--- config.mk ---
export PLATFORM = sky130hd
export DESIGN_NAME = gas_alarm_code_lockout_controller_unit_flat
export DESIGN_NICKNAME = d
export VERILOG_FILES = /design/src/sv/gaclc_pkg.sv /design/src/sv/gaclc_stream_if.sv /design/src/sv/gas_alarm_code_lockout_controller_unit.sv /design/src/sv/gaclc_csr.sv /design/src/sv/gaclc_core.sv /design/src/flat_wrapper.sv
export SDC_FILE = /design/constraint.sdc
export NUM_CORES = 1
export LEC_CHECK = 0
export BUFFER_PORTS_ARGS = -buffer_cell sky130_fd_sc_hd__buf_2
export CORE_MARGIN = 1.5
export CORE_UTILIZATION = 35
export DETAILED_ROUTE_END_ITERATION = 10
export SLEW_MARGIN = 20
export SYNTH_ARGS = -nofsm -noshare
export SYNTH_HDL_FRONTEND = slang
export SYNTH_SLANG_ARGS = --single-unit
export TNS_END_PERCENT = 100
--- constraint.sdc ---
create_clock -name clock -period 11.5 [get_ports clock]
set_input_delay 2.3 -clock clock [delete_from_list [all_inputs] [get_ports clock]]
set_output_delay 2.3 -clock clock [all_outputs]
set_load 0.05 [all_outputs]
--- src/sv/gaclc_pkg.sv ---
// gaclc_pkg: shared types and constants of the gas alarm code lockout controller
// payload structs of both channels, configuration struct, register indexes and resets
// no dependencies
package gaclc_pkg;

   localparam int unsigned CSR_ADDR_WIDTH = 5;
   localparam int unsigned CSR_DATA_WIDTH = 32;

   typedef enum logic [2:0] {
      REG_FAST_BLINK   = 3'd0,
      REG_SLOW_BLINK   = 3'd1,
      REG_LOCKOUT      = 3'd2,
      REG_MAX_ATTEMPTS = 3'd3,
      REG_HOLDOFF      = 3'd4,
      REG_UNLOCK_CODE  = 3'd5
   } reg_index_type;

   localparam logic [9:0]  FAST_BLINK_RESET   = 10'd20;
   localparam logic [9:0]  SLOW_BLINK_RESET   = 10'd50;
   localparam logic [15:0] LOCKOUT_RESET      = 16'd6000;
   localparam logic [3:0]  MAX_ATTEMPTS_RESET = 4'd5;
   localparam logic [7:0]  HOLDOFF_RESET      = 8'd50;
   localparam logic [3:0]  UNLOCK_CODE_RESET  = 4'd3;

   localparam logic [3:0]  ALL_KEYS = 4'hF;

   typedef struct packed {
      logic gas;
      logic over_temp;
      logic enter;
      logic key_a;
      logic key_b;
      logic key_c;
      logic key_d;
   } req_type;

   typedef struct packed {
      logic alarm_led;
      logic emergency_led;
      logic blocked_led;
      logic locked_out;
   } rsp_type;

   typedef struct packed {
      logic [9:0]  fast_blink_ticks;
      logic [9:0]  slow_blink_ticks;
      logic [15:0] lockout_ticks;
      logic [3:0]  max_attempts;
      logic [7:0]  holdoff_ticks;
      logic [3:0]  unlock_code;
   } cfg_type;

endpackage

--- src/sv/gaclc_stream_if.sv ---
// gaclc_stream_if: valid/ready channel carrying one payload per transfer
// payload type is set per instance; used with gaclc_pkg payload structs
interface gaclc_stream_if #(
   parameter type payload_type = logic
);
   logic        valid;
   logic        ready;
   payload_type payload;

   modport source (output valid, output payload, input ready);
   modport sink   (input valid, input payload, output ready);
endinterface

--- src/sv/gas_alarm_code_lockout_controller_unit.sv ---
// gas_alarm_code_lockout_controller_unit: top level of the gas alarm controller
// depends on gaclc_pkg, gaclc_stream_if, gaclc_csr, gaclc_core
//
// Each transfer on req_chan is one tick: sampled gas, over-temperature, enter
// and the four code keys. Each tick gives exactly one transfer on rsp_chan with
// the alarm, emergency and blocked LED levels and the lockout flag.
// A tick is captured in an input register; the state update then runs on it
// as one pass of compare and increment logic and the result is loaded into the
// output register, from which it transfers on rsp_chan.
// One tick is taken per cycle when rsp_chan keeps up; the rate is set by the
// state update feeding back on itself through the core state register.
// When rsp_chan stalls, the output register holds its result and one more tick
// waits in the input register; req_chan.ready drops only with both full.
// Reset clears both pipeline registers and all controller state and loads the
// register defaults. The user must write registers over the csr_ port (setup
// then access phase, no wait states) only with no tick in flight; it is unchecked.
module gas_alarm_code_lockout_controller_unit (
   input  logic                                 clock,
   input  logic                                 reset,
   gaclc_stream_if.sink                         req_chan,
   gaclc_stream_if.source                       rsp_chan,
   input  logic                                 csr_psel,
   input  logic                                 csr_penable,
   input  logic                                 csr_pwrite,
   input  logic [gaclc_pkg::CSR_ADDR_WIDTH-1:0] csr_paddr,
   input  logic [gaclc_pkg::CSR_DATA_WIDTH-1:0] csr_pwdata,
   output logic [gaclc_pkg::CSR_DATA_WIDTH-1:0] csr_prdata,
   output logic                                 csr_pready
);

   gaclc_pkg::cfg_type cfg;
   gaclc_pkg::req_type tick_ff;
   gaclc_pkg::rsp_type result;
   gaclc_pkg::rsp_type out_ff;
   logic               tick_valid_ff;
   logic               tick_valid_in;
   logic               out_valid_ff;
   logic               out_valid_in;
   logic               advance;
   logic               req_fire;

   gaclc_csr u_csr (
      .clock       (clock),
      .reset       (reset),
      .csr_psel    (csr_psel),
      .csr_penable (csr_penable),
      .csr_pwrite  (csr_pwrite),
      .csr_paddr   (csr_paddr),
      .csr_pwdata  (csr_pwdata),
      .csr_prdata  (csr_prdata),
      .csr_pready  (csr_pready),
      .cfg         (cfg)
   );

   gaclc_core u_core (
      .clock   (clock),
      .reset   (reset),
      .advance (advance),
      .tick    (tick_ff),
      .cfg     (cfg),
      .result  (result)
   );

   assign advance        = tick_valid_ff & (~out_valid_ff | rsp_chan.ready);
   assign req_chan.ready = ~tick_valid_ff | advance;
   assign req_fire       = req_chan.valid & req_chan.ready;

   assign tick_valid_in = req_fire | (tick_valid_ff & ~advance);
   assign out_valid_in  = advance | (out_valid_ff & ~rsp_chan.ready);

   assign rsp_chan.valid   = out_valid_ff;
   assign rsp_chan.payload = out_ff;

   always_ff @(posedge clock) begin
      if (reset) begin
         tick_valid_ff <= 1'b0;
         out_valid_ff  <= 1'b0;
      end else begin
         tick_valid_ff <= tick_valid_in;
         out_valid_ff  <= out_valid_in;
      end
   end

   always_ff @(posedge clock) begin
      if (req_fire) begin
         tick_ff <= req_chan.payload;
      end
      if (advance) begin
         out_ff <= result;
      end
   end

   // a held tick stays put until the state update takes it
   a_tick_holds: assert property (@(posedge clock) disable iff (reset)
      tick_valid_ff && !advance |=> tick_valid_ff && $stable(tick_ff))
      else $error("input register lost or changed a waiting tick");

   a_result_loaded: assert property (@(posedge clock) disable iff (reset)
      advance |=> rsp_chan.valid && rsp_chan.payload == $past(result))
      else $error("result register not loaded after a state update");

   // lockout only follows emergency mode, which needs the alarm
   a_lockout_alarm: assert property (@(posedge clock) disable iff (reset)
      rsp_chan.valid && rsp_chan.payload.locked_out |-> rsp_chan.payload.alarm_led)
      else $error("lockout reported without a latched alarm");

endmodule

--- src/sv/gaclc_csr.sv ---
// gaclc_csr: APB-style configuration registers of the controller
// depends on gaclc_pkg
module gaclc_csr (
   input  logic                                   clock,
   input  logic                                   reset,
   input  logic                                   csr_psel,
   input  logic                                   csr_penable,
   input  logic                                   csr_pwrite,
   input  logic [gaclc_pkg::CSR_ADDR_WIDTH-1:0]   csr_paddr,
   input  logic [gaclc_pkg::CSR_DATA_WIDTH-1:0]   csr_pwdata,
   output logic [gaclc_pkg::CSR_DATA_WIDTH-1:0]   csr_prdata,
   output logic                                   csr_pready,
   output gaclc_pkg::cfg_type                     cfg
);

   gaclc_pkg::cfg_type       cfg_ff;
   gaclc_pkg::cfg_type       cfg_in;
   gaclc_pkg::reg_index_type reg_index;
   logic                     write_en;

   assign reg_index  = gaclc_pkg::reg_index_type'(csr_paddr[gaclc_pkg::CSR_ADDR_WIDTH-1:2]);
   assign write_en   = csr_psel & csr_penable & csr_pwrite;
   assign csr_pready = 1'b1;
   assign cfg        = cfg_ff;

   always_comb begin
      cfg_in = cfg_ff;
      if (write_en) begin
         case (reg_index)
            gaclc_pkg::REG_FAST_BLINK:   cfg_in.fast_blink_ticks = csr_pwdata[9:0];
            gaclc_pkg::REG_SLOW_BLINK:   cfg_in.slow_blink_ticks = csr_pwdata[9:0];
            gaclc_pkg::REG_LOCKOUT:      cfg_in.lockout_ticks    = csr_pwdata[15:0];
            gaclc_pkg::REG_MAX_ATTEMPTS: cfg_in.max_attempts     = csr_pwdata[3:0];
            gaclc_pkg::REG_HOLDOFF:      cfg_in.holdoff_ticks    = csr_pwdata[7:0];
            gaclc_pkg::REG_UNLOCK_CODE:  cfg_in.unlock_code      = csr_pwdata[3:0];
            default:                     cfg_in = cfg_ff;
         endcase
      end
   end

   always_comb begin
      case (reg_index)
         gaclc_pkg::REG_FAST_BLINK:   csr_prdata = {22'd0, cfg_ff.fast_blink_ticks};
         gaclc_pkg::REG_SLOW_BLINK:   csr_prdata = {22'd0, cfg_ff.slow_blink_ticks};
         gaclc_pkg::REG_LOCKOUT:      csr_prdata = {16'd0, cfg_ff.lockout_ticks};
         gaclc_pkg::REG_MAX_ATTEMPTS: csr_prdata = {28'd0, cfg_ff.max_attempts};
         gaclc_pkg::REG_HOLDOFF:      csr_prdata = {24'd0, cfg_ff.holdoff_ticks};
         gaclc_pkg::REG_UNLOCK_CODE:  csr_prdata = {28'd0, cfg_ff.unlock_code};
         default:                     csr_prdata = '0;
      endcase
   end

   always_ff @(posedge clock) begin
      if (reset) begin
         cfg_ff.fast_blink_ticks <= gaclc_pkg::FAST_BLINK_RESET;
         cfg_ff.slow_blink_ticks <= gaclc_pkg::SLOW_BLINK_RESET;
         cfg_ff.lockout_ticks    <= gaclc_pkg::LOCKOUT_RESET;
         cfg_ff.max_attempts     <= gaclc_pkg::MAX_ATTEMPTS_RESET;
         cfg_ff.holdoff_ticks    <= gaclc_pkg::HOLDOFF_RESET;
         cfg_ff.unlock_code      <= gaclc_pkg::UNLOCK_CODE_RESET;
      end else begin
         cfg_ff <= cfg_in;
      end
   end

endmodule

--- src/sv/gaclc_core.sv ---
// gaclc_core: controller state and the per-tick next-state logic
// depends on gaclc_pkg
module gaclc_core (
   input  logic                clock,
   input  logic                reset,
   input  logic                advance,
   input  gaclc_pkg::req_type  tick,
   input  gaclc_pkg::cfg_type  cfg,
   output gaclc_pkg::rsp_type  result
);

   typedef struct packed {
      logic        alarm_latched;
      logic        emergency_active;
      logic        lockout_active;
      logic [3:0]  wrong_count;
      logic        fast_phase;
      logic        slow_phase;
      logic        emergency_led_reg;
      logic        blocked_led_reg;
      logic [9:0]  fast_timer;
      logic [9:0]  slow_timer;
      logic [15:0] lockout_timer;
      logic [8:0]  holdoff_count;
   } state_type;

   state_type  st_ff;
   state_type  st_in;
   logic [3:0] keys;
   logic [3:0] wrong_inc;

   assign keys      = {tick.key_d, tick.key_c, tick.key_b, tick.key_a};
   assign wrong_inc = (st_ff.wrong_count == 4'hF) ? 4'hF : st_ff.wrong_count + 4'd1;

   always_comb begin
      st_in = st_ff;
      st_in.fast_timer = (st_ff.fast_timer == '1) ? st_ff.fast_timer
                                                   : st_ff.fast_timer + 10'd1;
      st_in.slow_timer = (st_ff.slow_timer == '1) ? st_ff.slow_timer
                                                   : st_ff.slow_timer + 10'd1;
      if (st_ff.lockout_active && st_ff.lockout_timer != '1) begin
         st_in.lockout_timer = st_ff.lockout_timer + 16'd1;
      end

      if (st_ff.holdoff_count != '0) begin
         // hold-off: inputs ignored, timers keep running
         st_in.holdoff_count = st_ff.holdoff_count - 9'd1;
         if (st_in.holdoff_count <= {1'b0, cfg.holdoff_ticks} && !st_ff.lockout_active) begin
            st_in.blocked_led_reg = 1'b0;
         end
      end else begin
         if (tick.gas | tick.over_temp) begin
            st_in.alarm_latched = 1'b1;
         end
         if (tick.gas & tick.over_temp) begin
            st_in.emergency_active = 1'b1;
         end

         if (st_in.emergency_active && !st_ff.lockout_active) begin
            if (st_in.fast_timer >= cfg.fast_blink_ticks) begin
               st_in.fast_phase        = ~st_ff.fast_phase;
               st_in.emergency_led_reg = ~st_ff.fast_phase;
               st_in.fast_timer        = '0;
            end
         end else begin
            st_in.emergency_led_reg = 1'b0;
         end

         // all-keys reset
         if (!st_ff.lockout_active && st_ff.wrong_count < cfg.max_attempts &&
             keys == gaclc_pkg::ALL_KEYS && !tick.enter) begin
            st_in.emergency_active  = 1'b0;
            st_in.emergency_led_reg = 1'b0;
         end

         if (!st_ff.lockout_active && tick.enter && st_in.emergency_active) begin
            if (keys == cfg.unlock_code) begin
               st_in.emergency_active  = 1'b0;
               st_in.emergency_led_reg = 1'b0;
               st_in.wrong_count       = '0;
               st_in.blocked_led_reg   = 1'b0;
               st_in.holdoff_count     = {1'b0, cfg.holdoff_ticks};
            end else if (wrong_inc >= cfg.max_attempts) begin
               st_in.wrong_count    = cfg.max_attempts;
               st_in.lockout_active = 1'b1;
               st_in.lockout_timer  = '0;
               st_in.slow_timer     = '0;
               st_in.holdoff_count  = {1'b0, cfg.holdoff_ticks};
            end else begin
               st_in.wrong_count     = wrong_inc;
               st_in.blocked_led_reg = (cfg.holdoff_ticks != '0);
               st_in.holdoff_count   = {cfg.holdoff_ticks, 1'b0};
            end
         end

         if (st_in.lockout_active) begin
            if (st_in.lockout_timer >= cfg.lockout_ticks) begin
               st_in.lockout_active  = 1'b0;
               st_in.wrong_count     = '0;
               st_in.blocked_led_reg = 1'b0;
               st_in.lockout_timer   = '0;
            end else if (st_in.slow_timer >= cfg.slow_blink_ticks) begin
               st_in.slow_phase      = ~st_ff.slow_phase;
               st_in.blocked_led_reg = ~st_ff.slow_phase;
               st_in.slow_timer      = '0;
            end
         end
      end
   end

   assign result.alarm_led     = st_in.alarm_latched;
   assign result.emergency_led = st_in.emergency_led_reg;
   assign result.blocked_led   = st_in.blocked_led_reg;
   assign result.locked_out    = st_in.lockout_active;

   always_ff @(posedge clock) begin
      if (reset) begin
         st_ff <= '0;
      end else if (advance) begin
         st_ff <= st_in;
      end
   end

endmodule

--- src/flat_wrapper.sv ---
// flat-port wrapper written by rule: the top's interface ports become plain ports
module gas_alarm_code_lockout_controller_unit_flat import gaclc_pkg::*;
  (clock, reset, csr_psel, csr_penable, csr_pwrite, csr_paddr, csr_pwdata, csr_prdata, csr_pready, req_chan_valid, req_chan_payload, req_chan_ready, rsp_chan_valid, rsp_chan_payload, rsp_chan_ready);
  gaclc_stream_if #(.payload_type(req_type)) req_chan_i ();
  gaclc_stream_if #(.payload_type(rsp_type)) rsp_chan_i ();
  input  logic clock;
  input  logic reset;
  input  logic csr_psel;
  input  logic csr_penable;
  input  logic csr_pwrite;
  input  logic [gaclc_pkg::CSR_ADDR_WIDTH-1:0] csr_paddr;
  input  logic [gaclc_pkg::CSR_DATA_WIDTH-1:0] csr_pwdata;
  output logic [gaclc_pkg::CSR_DATA_WIDTH-1:0] csr_prdata;
  output logic csr_pready;
  input wire logic [$bits(req_chan_i.valid)-1:0] req_chan_valid;
  input wire logic [$bits(req_chan_i.payload)-1:0] req_chan_payload;
  output wire logic [$bits(req_chan_i.ready)-1:0] req_chan_ready;
  output wire logic [$bits(rsp_chan_i.valid)-1:0] rsp_chan_valid;
  output wire logic [$bits(rsp_chan_i.payload)-1:0] rsp_chan_payload;
  input wire logic [$bits(rsp_chan_i.ready)-1:0] rsp_chan_ready;
  assign req_chan_i.valid = req_chan_valid;
  assign req_chan_i.payload = req_chan_payload;
  assign req_chan_ready = req_chan_i.ready;
  assign rsp_chan_valid = rsp_chan_i.valid;
  assign rsp_chan_payload = rsp_chan_i.payload;
  assign rsp_chan_i.ready = rsp_chan_ready;
  gas_alarm_code_lockout_controller_unit u_core (.clock(clock), .reset(reset), .req_chan(req_chan_i), .rsp_chan(rsp_chan_i), .csr_psel(csr_psel), .csr_penable(csr_penable), .csr_pwrite(csr_pwrite), .csr_paddr(csr_paddr), .csr_pwdata(csr_pwdata), .csr_prdata(csr_prdata), .csr_pready(csr_pready));
endmodule
==> results of run 1 <==
## sequential cells by signal (all words and copies together), names as in the netlist
name and flops:
u_core.u_csr.cfg 52, u_core.rsp_chan.payload 4, u_core.rsp_chan.valid 1, u_core.tick_ff 7
u_core.u_core.st_ff 56, u_core.tick_valid_ff 1
## placed cells by master, fill, tap and decap left out, drive strengths merged, types with 10 or more instances in the layout
cell type	netlist	routed
a21o	19	19
a21oi	81	81
a31oi	14	14
and3	11	11
buf	28	65
clkbuf	39	18
conb	2	17
dfxtp	110	110
edfxtp	11	11
ha	56	56
inv	62	64
mux2i	20	20
nand2	159	159
nand2b	12	12
nand3	25	25
nand4	18	18
nor2	78	78
nor3	31	31
nor4	11	11
o211ai	19	19
o21ai	43	43
or3	10	10
xnor2	12	12
xor2	19	19
## cell families after synthesis
group	Yosys count	share of synthesized area, %
and+or+nand+nor	391	23.44
buffers and inverters	129	7.131
other	2	0.09576
muxes	23	3.271
xor gates and xnor gates	31	3.462
AOI/OAI and AO/OA	255	21.25
DFF	121	32.29
adders and majority gates	57	9.062
## power breakdown
| group | leakage [nW] | switching (mW) | internal (mW) | total (mW) |
|---|---|---|---|---|
| registers | 0.996 | 0.0127 | 0.440 | 0.452 |
| logic | 2.30 | 0.185 | 0.101 | 0.285 |
| clock network | 0.279 | 0.209 | 0.341 | 0.551 |
| total | 3.58 | 0.407 | 0.882 | 1.29 |
## through the flow
step	area [um^2]	total power, mW	setup WS, ns
after global routing	8896	1.349	5.175
after detailed placement	8294	0.7430	5.301
final	8896	1.289	5.231
after global placement	8294	0.7406	5.309
after CTS	8896	1.295	5.287
after floorplan	7899	0.6772	4.907
## worst register-to-register path: cells and delay by family (launching register included)
family	cells	cell delay, ns
adder cells (fa/ha/maj)	3	0.80
flip-flops	1	0.41
AND/OR/NAND/NOR	5	0.63
AO/OA/AOI/OAI	9	3.00
buffers and inverters	1	0.26
## synthesized netlist by cell type, types with 4 or more instances
cell type	number	area share [%]
o22ai_1	7	0.56
nand2b_1	12	0.96
o21ai_0	41	2.6
xor2_1	19	2.1
a31o_2	5	0.56
nor3_1	31	2.0
or2_2	6	0.48
a21o_1	18	1.7
mux2i_1	20	2.6
nor4_1	11	0.88
clkbuf_1	39	1.9
nand4_1	18	1.4
nor2_1	75	3.6
o211ai_1	19	1.8
a31oi_1	14	1.1
nand2_1	159	7.6
or3_1	10	0.80
edfxtp_1	11	4.2
buf_4	19	1.8
a211oi_1	7	0.67
o31ai_1	4	0.38
ha_1	56	8.9
inv_1	62	3.0
dfxtp_1	110	28
a21oi_1	80	5.1
a311oi_1	4	0.45
xnor2_1	12	1.3
and3_1	11	0.88
o2111ai_1	6	0.67
or4_1	4	0.38
a22o_1	6	0.67
and2_1	6	0.48
nand3_1	25	1.6
a221o_1	8	1.0
nor2b_1	6	0.48
o21a_1	5	0.48
buf_1	6	0.29
## path summary, 6_finish.rpt
kind	from	endpoint	slack, ns	cells after the start
worst min register to register	u_core.u_csr.cfg[27]	u_core.u_csr.cfg[27]	0.45	2
worst max register to register	u_core.u_core.st_ff[49]	u_core.u_core.st_ff[33]	6.23	18
worst min-delay path	u_core.u_csr.cfg[27]	u_core.u_csr.cfg[27]	0.45	2
worst max-delay path	csr_paddr[2]	csr_prdata[4]	5.23	6
## per-layer routing
| layer | up-vias | share of wire (%) |
|---|---|---|
| met2 | 193 | 46 |
| met1 | 3446 | 48 |
| li1 | 3658 | - |
| met4 | 0 | 2.1 |
| met5 | - | 0 |
| met3 | 27 | 3.8 |
## cell type report
cell class	count	share of cell area, %
multi-input combinational	774	54.25
tap	280	3.938
clock inverter	14	1.941
timing repair buffer	65	3.966
sequential	121	28.47
clock buffer	18	4.824
inverter	62	2.616
==> flow_summary.yaml, run 1 <==
timing:
  setup_viol: 0
  rsz0062_at_grt: "false"
  period_minus_slack_ns: 6.269
  timing.final.hold_violations: 0
  slew_headroom_pct: 31.08
  clock.fmax_ghz: 0.1595
  fin_skew_ns: 0.006986
  period_share_pct: 54.51
  worst_pin_slew_ns: 1.025
  slew_violations: 0
  setup_tns_ns: 0
  fin_hold_ws_ns: 0.4546
grt:
  use_met3_pct: 3.754
  grt_use_met2_pct: 31.36
  grt_overflow_total: 0
  grt_max_degree: 60
  grt_usage_pct: 19.36
  grt_antenna_before_repair: 0
  grt_pass1_vias: 6730
  grt_pass1_wl_um: 36160
  use_met1_pct: 25.82
  grt-busiest-layer: "met2"
finish:
  regArea_um2: 2532
  drive_gt1_share_pct: 11.67
  syn_to_final_growth_pct: 13.43
  multi_input_area_um2: 4826
  antenna_cells: 0
  final_util_pct: 40.64
  final_cells: 1334
  fillerInstances: 2255
  nets: 1148
worst_setup_path:
  end_kind: "primary output"
  crit_arrival_ns: 3.97
  critPathLaunchType: "input port"
  critPathMaxFanout: 33
  path_cells: "buf_2 -> mux2i_1 -> nor2_1 -> a21oi_1 -> o21ai_0 -> buf_2"
  cpMostUsedCell: "buf_2"
  crit_required_ns: 9.20
  crit_buf_inv: 2
  slowest_stage: "buf_2"
  max_stage_delay_ns: 0.57
  path_delay_family: "buffers and inverters"
  path_class: "input port to primary output"
yosys:
  syn_inst: 1009
  syn_area_per_cell_um2: 7.773
  netlist-cell-type-count: 71
  synthArstFlopShare_pct: 0
  ys_seq_area_share_pct: 32.29
  ys_warn_count: 0
  syn-cell-area_um2: 7843
  ys_ff_latch: 121
  ys.flop_type: "dfxtp_1"
  synth_edf_count: 11
floorplanning:
  die_area_um2: 23310
  core_area_um2: 21890
  chipWidth_um: 152.7
  rows: 54
  start_util_pct: 35.83
  io_pins: 90
  die_h_um: 152.7
routing:
  routed_wl_um: 22470
  ant_nets: 0
  via_count: 7324
  first_pass_iters: 5
  route.detailed.drc: 0
  routedWlPerCell_um: 16.84
  via_per_inst: 5.490
  first_iter_violations: 496
cts:
  cts_tree: "yes"
  cts_max_level: 4
  cts.sinks: 121
  cts_resized: 0
  cts_buffers: 17
  post_cts_buffers: 0
  cts_hold_buf: 0
  insertion_delay_ns: 0.42
  clk_pin_slew_worst_paths_ns: 0.06
  clock_path_buffers: 2
  root_buffer: "clkbuf_16"
power_and_ir_drop:
  ir_worst_vdd_mv: 0.1100
  p_leak_nw: 3.578
  power-per-cell-area_nw_per_um2: 144.9
placement:
  dp_hpwl_um: 16520
  port_buffers: 54
  dp.cells: 1302
  routabilityCongestion: 0.8320
flow_run:
  max_cap_viol_count: 0
status:
  status: "complete, no violations"
hold_path:
  min_path_type: "flop to flop"
Note: power is estimated with default switching activity, not from simulation.
==> run 2, diff against run 1 <==
==> constraint.sdc (replaced) <==
create_clock -name clock -period 5.8 [get_ports clock]
set_input_delay 1.16 -clock clock [delete_from_list [all_inputs] [get_ports clock]]
set_output_delay 1.16 -clock clock [all_outputs]
set_load 0.05 [all_outputs]
==> flow_summary.yaml, run 2 (synthesized netlist as in run 1, its figures left out) <==
timing:
  slew_headroom_pct: 38.08
  setup_tns_ns: 0
  slew_violations: 0
  rsz0062_at_grt: "false"
  period_share_pct: 83.31
  worst_pin_slew_ns: 0.9238
  fin_skew_ns: 0.01252
  period_minus_slack_ns: 4.832
  timing.final.hold_violations: 0
  setup_viol: 0
  clock.fmax_ghz: 0.2070
grt:
  grt_pass1_vias: 6753
  use_met3_pct: 3.584
  grt_usage_pct: 19.36
  grt-busiest-layer: "met2"
  grt_use_met2_pct: 30.69
  grt_overflow_total: 0
  grt_antenna_before_repair: 1
  use_met1_pct: 26.26
  grt_pass1_wl_um: 36180
  grt_max_degree: 34
finish:
  nets: 1149
  fillerInstances: 2279
  final_cell_mix: "nand2_1 (159), dfxtp_1 (110), a21oi_1 (80), nor2_1 (75), inv_1 (62)"
  multi_input_area_um2: 4842
  syn_to_final_growth_pct: 13.56
  layout_commonest_cell: "nand2_1"
  regArea_um2: 2532
  top_register: "u_core.u_core.st_ff"
  final_cells: 1335
  largest_reg_flops: 56
  antenna_cells: 0
  drive_gt1_share_pct: 11.85
cts:
  cts_buffers: 17
  clk_pin_slew_worst_paths_ns: 0.06
  root_buffer: "clkbuf_16"
  cts_hold_buf: 0
  cts_max_level: 4
  clock_path_buffers: 2
  cts_tree: "yes"
  post_cts_buffers: 0
  cts.sinks: 121
  cts_resized: 0
  insertion_delay_ns: 0.42
worst_setup_path:
  crit_required_ns: 5.97
  critPathMaxFanout: 28
  end_kind: "flop"
  critPathLaunchType: "flop"
  path_class: "flop to flop"
  crit_arrival_ns: 5.00
flow_run:
  max_cap_viol_count: 0
floorplanning:
  start_util_pct: 35.83
  io_pins: 90
  rows: 54
  chipWidth_um: 152.7
  die_area_um2: 23310
  core_area_um2: 21890
  die_h_um: 152.7
routing:
  routedWlPerCell_um: 16.83
  routed_wl_um: 22470
  via_per_inst: 5.483
  first_pass_iters: 5
  first_iter_violations: 533
  route.detailed.drc: 0
  via_count: 7320
  ant_nets: 0
placement:
  routabilityCongestion: 0.8717
  dp.cells: 1303
  port_buffers: 54
  dp_hpwl_um: 16560
status:
  status: "complete, no violations"
power_and_ir_drop:
  power-per-cell-area_nw_per_um2: 285.3
  p_leak_nw: 3.590
  ir_worst_vdd_mv: 0.1977
hold_path:
  min_path_type: "flop to flop"
run 2: changes by cell type in the layout (fill, tap and decap cells not counted):
cell        delta
clkinv_1       +1
nor2_2         -1
nor4_4         +1
clkbuf_1       -1
clkinvlp_4     -3
nor2_1         +1
inv_6          +6
buf_4          +1
bufinv_16      -1
clkinv_4       -1
nor3_2         +2
nor4_2         -1
clkinv_2       -1
nor3_1         -2
run 2: through the flow:
step	worst slack [ns]	power, mW	hold WS, ns	area (um^2)	utilization [%]
after CTS	1.092	2.557	0.4552	8897	40.64
after detailed placement	1.174	1.477	0.4468	8309	37.96
after global routing	0.7650	2.660	0.4812	8906	40.68
final	0.9681	2.541	0.4580	8906	40.68
after global placement	1.169	1.470	0.4429	8304	37.93
after floorplan	1.394	1.343	0.4355	7899	-
run 2: layout make-up:
cell class,count,share of cell area (%)
Multi-Input combinational cell,774,54.37
Sequential cell,121,28.43
Clock buffer,17,4.777
Timing Repair Buffer,66,4.046
Tap cell,280,3.934
Inverter,62,2.613
Clock inverter,15,1.826
run 2: critical path, stage by stage (launching register included):
cell and delay (ns):
dfxtp_1 0.39, ha_1 0.24, nand3_1 0.11, and2_1 0.19
ha_1 0.26, nand2b_1 0.14, a21o_1 0.20, a31oi_1 0.17
buf_4 0.18, nor3_2 0.05, buf_4 0.24, a211oi_1 0.28
ha_1 0.30, a2111oi_0 0.49, o221ai_1 0.23, and2_1 0.22
o32ai_1 0.29, a32oi_1 0.16, o21ai_0 0.42
run 2: worst paths after layout:
path                                               from                         end  slack [ns]  depth (start not counted)
worst min-delay path               u_core.u_csr.cfg[30]        u_core.u_csr.cfg[30]        0.46                          2
worst min register to register     u_core.u_csr.cfg[30]        u_core.u_csr.cfg[30]        0.46                          2
worst max register to register  u_core.u_core.st_ff[49]  u_core.rsp_chan.payload[1]        0.97                         18
worst max-delay path            u_core.u_core.st_ff[49]  u_core.rsp_chan.payload[1]        0.97                         18
run 2: power by group:
part	total, mW	switching [mW]	internal [mW]
registers	0.898	0.0258	0.872
clock network	1.08	0.435	0.641
logic	0.567	0.366	0.201
total	2.54	0.827	1.71
run 2: per-layer routing:
metal / part of all wire [%] / vias up
met5: 0 / -
met4: 2.6 / 0
met3: 4.1 / 34
met2: 46 / 189
met1: 47 / 3439
li1: - / 3658
==> run 3, diff against run 2 <==
==> constraint.sdc (replaced) <==
create_clock -name clock -period 4.8 [get_ports clock]
set_input_delay 0.96 -clock clock [delete_from_list [all_inputs] [get_ports clock]]
set_output_delay 0.96 -clock clock [all_outputs]
set_load 0.05 [all_outputs]
==> flow_summary.yaml, run 3 (synthesized netlist as in run 1, its figures left out) <==
finish:
  drive_gt1_share_pct: 12.58
  final_cells: 1345
  stdcell_area_um2: 8981
  layout_commonest_cell: "nand2_1"
  top_register: "u_core.u_core.st_ff"
  nets: 1159
  final_cell_mix: "nand2_1 (159), dfxtp_1 (110), a21oi_1 (80), nor2_1 (75), inv_1 (62)"
  antenna_cells: 0
  largest_reg_flops: 56
  syn_to_final_growth_pct: 14.52
routing:
  first_pass_iters: 4
  first_iter_violations: 454
  via_count: 7307
  ant_nets: 0
  routed_wl_um: 22620
  routedWlPerCell_um: 16.82
  via_per_inst: 5.433
  route.detailed.drc: 0
cts:
  cts_buffers: 17
  cts_tree: "yes"
  insertion_delay_ns: 0.43
  cts_max_level: 4
  cts.sinks: 121
  clock_path_buffers: 2
  cts_hold_buf: 0
  root_buffer: "clkbuf_16"
  clk_pin_slew_worst_paths_ns: 0.06
  post_cts_buffers: 0
  cts_resized: 0
placement:
  port_buffers: 54
  dp.cells: 1313
  dp_hpwl_um: 16810
  postPlaceCellArea_um2: 8392
  routabilityCongestion: 0.8672
timing:
  fin_skew_ns: 0.008281
  setup_viol: 0
  slew_headroom_pct: 39.80
  period_minus_slack_ns: 4.491
  clock.fmax_ghz: 0.2227
  rsz0062_at_grt: "false"
  worst_pin_slew_ns: 0.8982
  setup_tns_ns: 0
  timing.final.hold_violations: 0
  period_share_pct: 93.56
  slew_violations: 0
worst_setup_path:
  r2r_start: "u_core.u_core.st_ff[49]"
  critPathMaxFanout: 28
  rrSetupSlack_ns: 0.31
  end_kind: "flop"
  rr_endpoint: "u_core.u_core.st_ff[34]"
  crit_required_ns: 5.13
  crit_arrival_ns: 4.82
  worst_r2r_path_depth: 18
  critPathLaunchType: "flop"
  path_class: "flop to flop"
grt:
  grt_max_degree: 40
  grt_pass1_vias: 6801
  grt_pass1_wl_um: 36580
  grt_antenna_before_repair: 0
  grt_usage_pct: 19.74
  grt_overflow_total: 0
hold_path:
  whs_path_depth: 2
  hp-start: "u_core.u_csr.cfg[27]"
  hold_path_end: "u_core.u_csr.cfg[27]"
  min_path_type: "flop to flop"
status:
  status: "complete, no violations"
power_and_ir_drop:
  power-per-cell-area_nw_per_um2: 339.5
  p_leak_nw: 3.621
  power.share.clock_pct: 41.7
  switching_share_pct: 32.31
  ir_worst_vdd_mv: 0.2707
  p_sw_uw: 985.2
  seqPwrFrac_pct: 35.5
  internal_power_mw: 2.064
  comb_power_share_pct: 22.7
floorplanning:
  rows: 54
  die_h_um: 152.7
  chipWidth_um: 152.7
  core_area_um2: 21890
  die_area_um2: 23310
  io_pins: 90
  start_util_pct: 35.83
flow_run:
  max_cap_viol_count: 0
## run 3: worst max path at each step
stage | from | to | cells after the start
final | u_core.u_core.st_ff[49] | u_core.u_core.st_ff[34] | 18
after detailed placement | u_core.u_core.st_ff[49] | u_core.u_core.st_ff[34] | 18
after global placement | u_core.u_core.st_ff[49] | u_core.u_core.st_ff[34] | 18
after floorplan | u_core.u_core.st_ff[49] | u_core.u_core.st_ff[10] | 19
after global routing | u_core.u_core.st_ff[50] | u_core.u_core.st_ff[34] | 18
after CTS | u_core.u_core.st_ff[49] | u_core.u_core.st_ff[34] | 18
## run 3: final cells by class
| class | count | area, um^2 |
|---|---|---|
| Clock buffer | 18 | 429.2 |
| Fill cell | 2273 | 12910 |
| Inverter | 62 | 232.7 |
| Sequential cell | 121 | 2532 |
| Tap cell | 280 | 350.3 |
| Timing Repair Buffer | 76 | 447.9 |
| Multi-Input combinational cell | 774 | 4837 |
| Clock inverter | 14 | 151.4 |
## run 3: worst max-delay path, cell delays in order, from the launching register on
cell	delay, ns
dfxtp_1	0.40
ha_1	0.23
nand3_1	0.11
and2_1	0.20
ha_1	0.26
nand2b_1	0.14
a21o_1	0.20
a31oi_1	0.27
nor3_2	0.11
buf_12	0.18
a211oi_1	0.22
ha_1	0.28
a2111oi_0	0.47
o221ai_1	0.23
and2_1	0.22
a41oi_1	0.31
o21ai_1	0.13
buf_4	0.20
a311oi_1	0.23
## run 3: per-stage QoR
step                hold slack (ns)  util, %  setup WS, ns  total power [mW]
floorplan                    0.4355        -        0.3938             1.622
global placement             0.4436    38.33        0.4475             1.783
detailed placement           0.4483    38.33        0.3118             1.789
CTS                          0.4564    40.99        0.3093             3.060
global route                 0.4782    41.03       0.04268             3.189
finish                       0.4574    41.03        0.3089             3.050
## run 3: routing by layer
layer  routed length, um  GRT usage [%]  up-vias
li1                    -              -     3675
met1               10670          26.77     3415
met2               10350          30.65      189
met3                1064          4.465       28
met4                 535          7.051        0
met5                   0              0        -
## run 3: power groups by stage
stage	Clock [mW]	Sequential [mW]	Combinational, mW
final	1.27	1.08	0.694
after global routing	1.34	1.09	0.762
after floorplan	0	1.11	0.513
after CTS	1.29	1.08	0.688
after global placement	0	1.11	0.678
after detailed placement	0	1.10	0.684
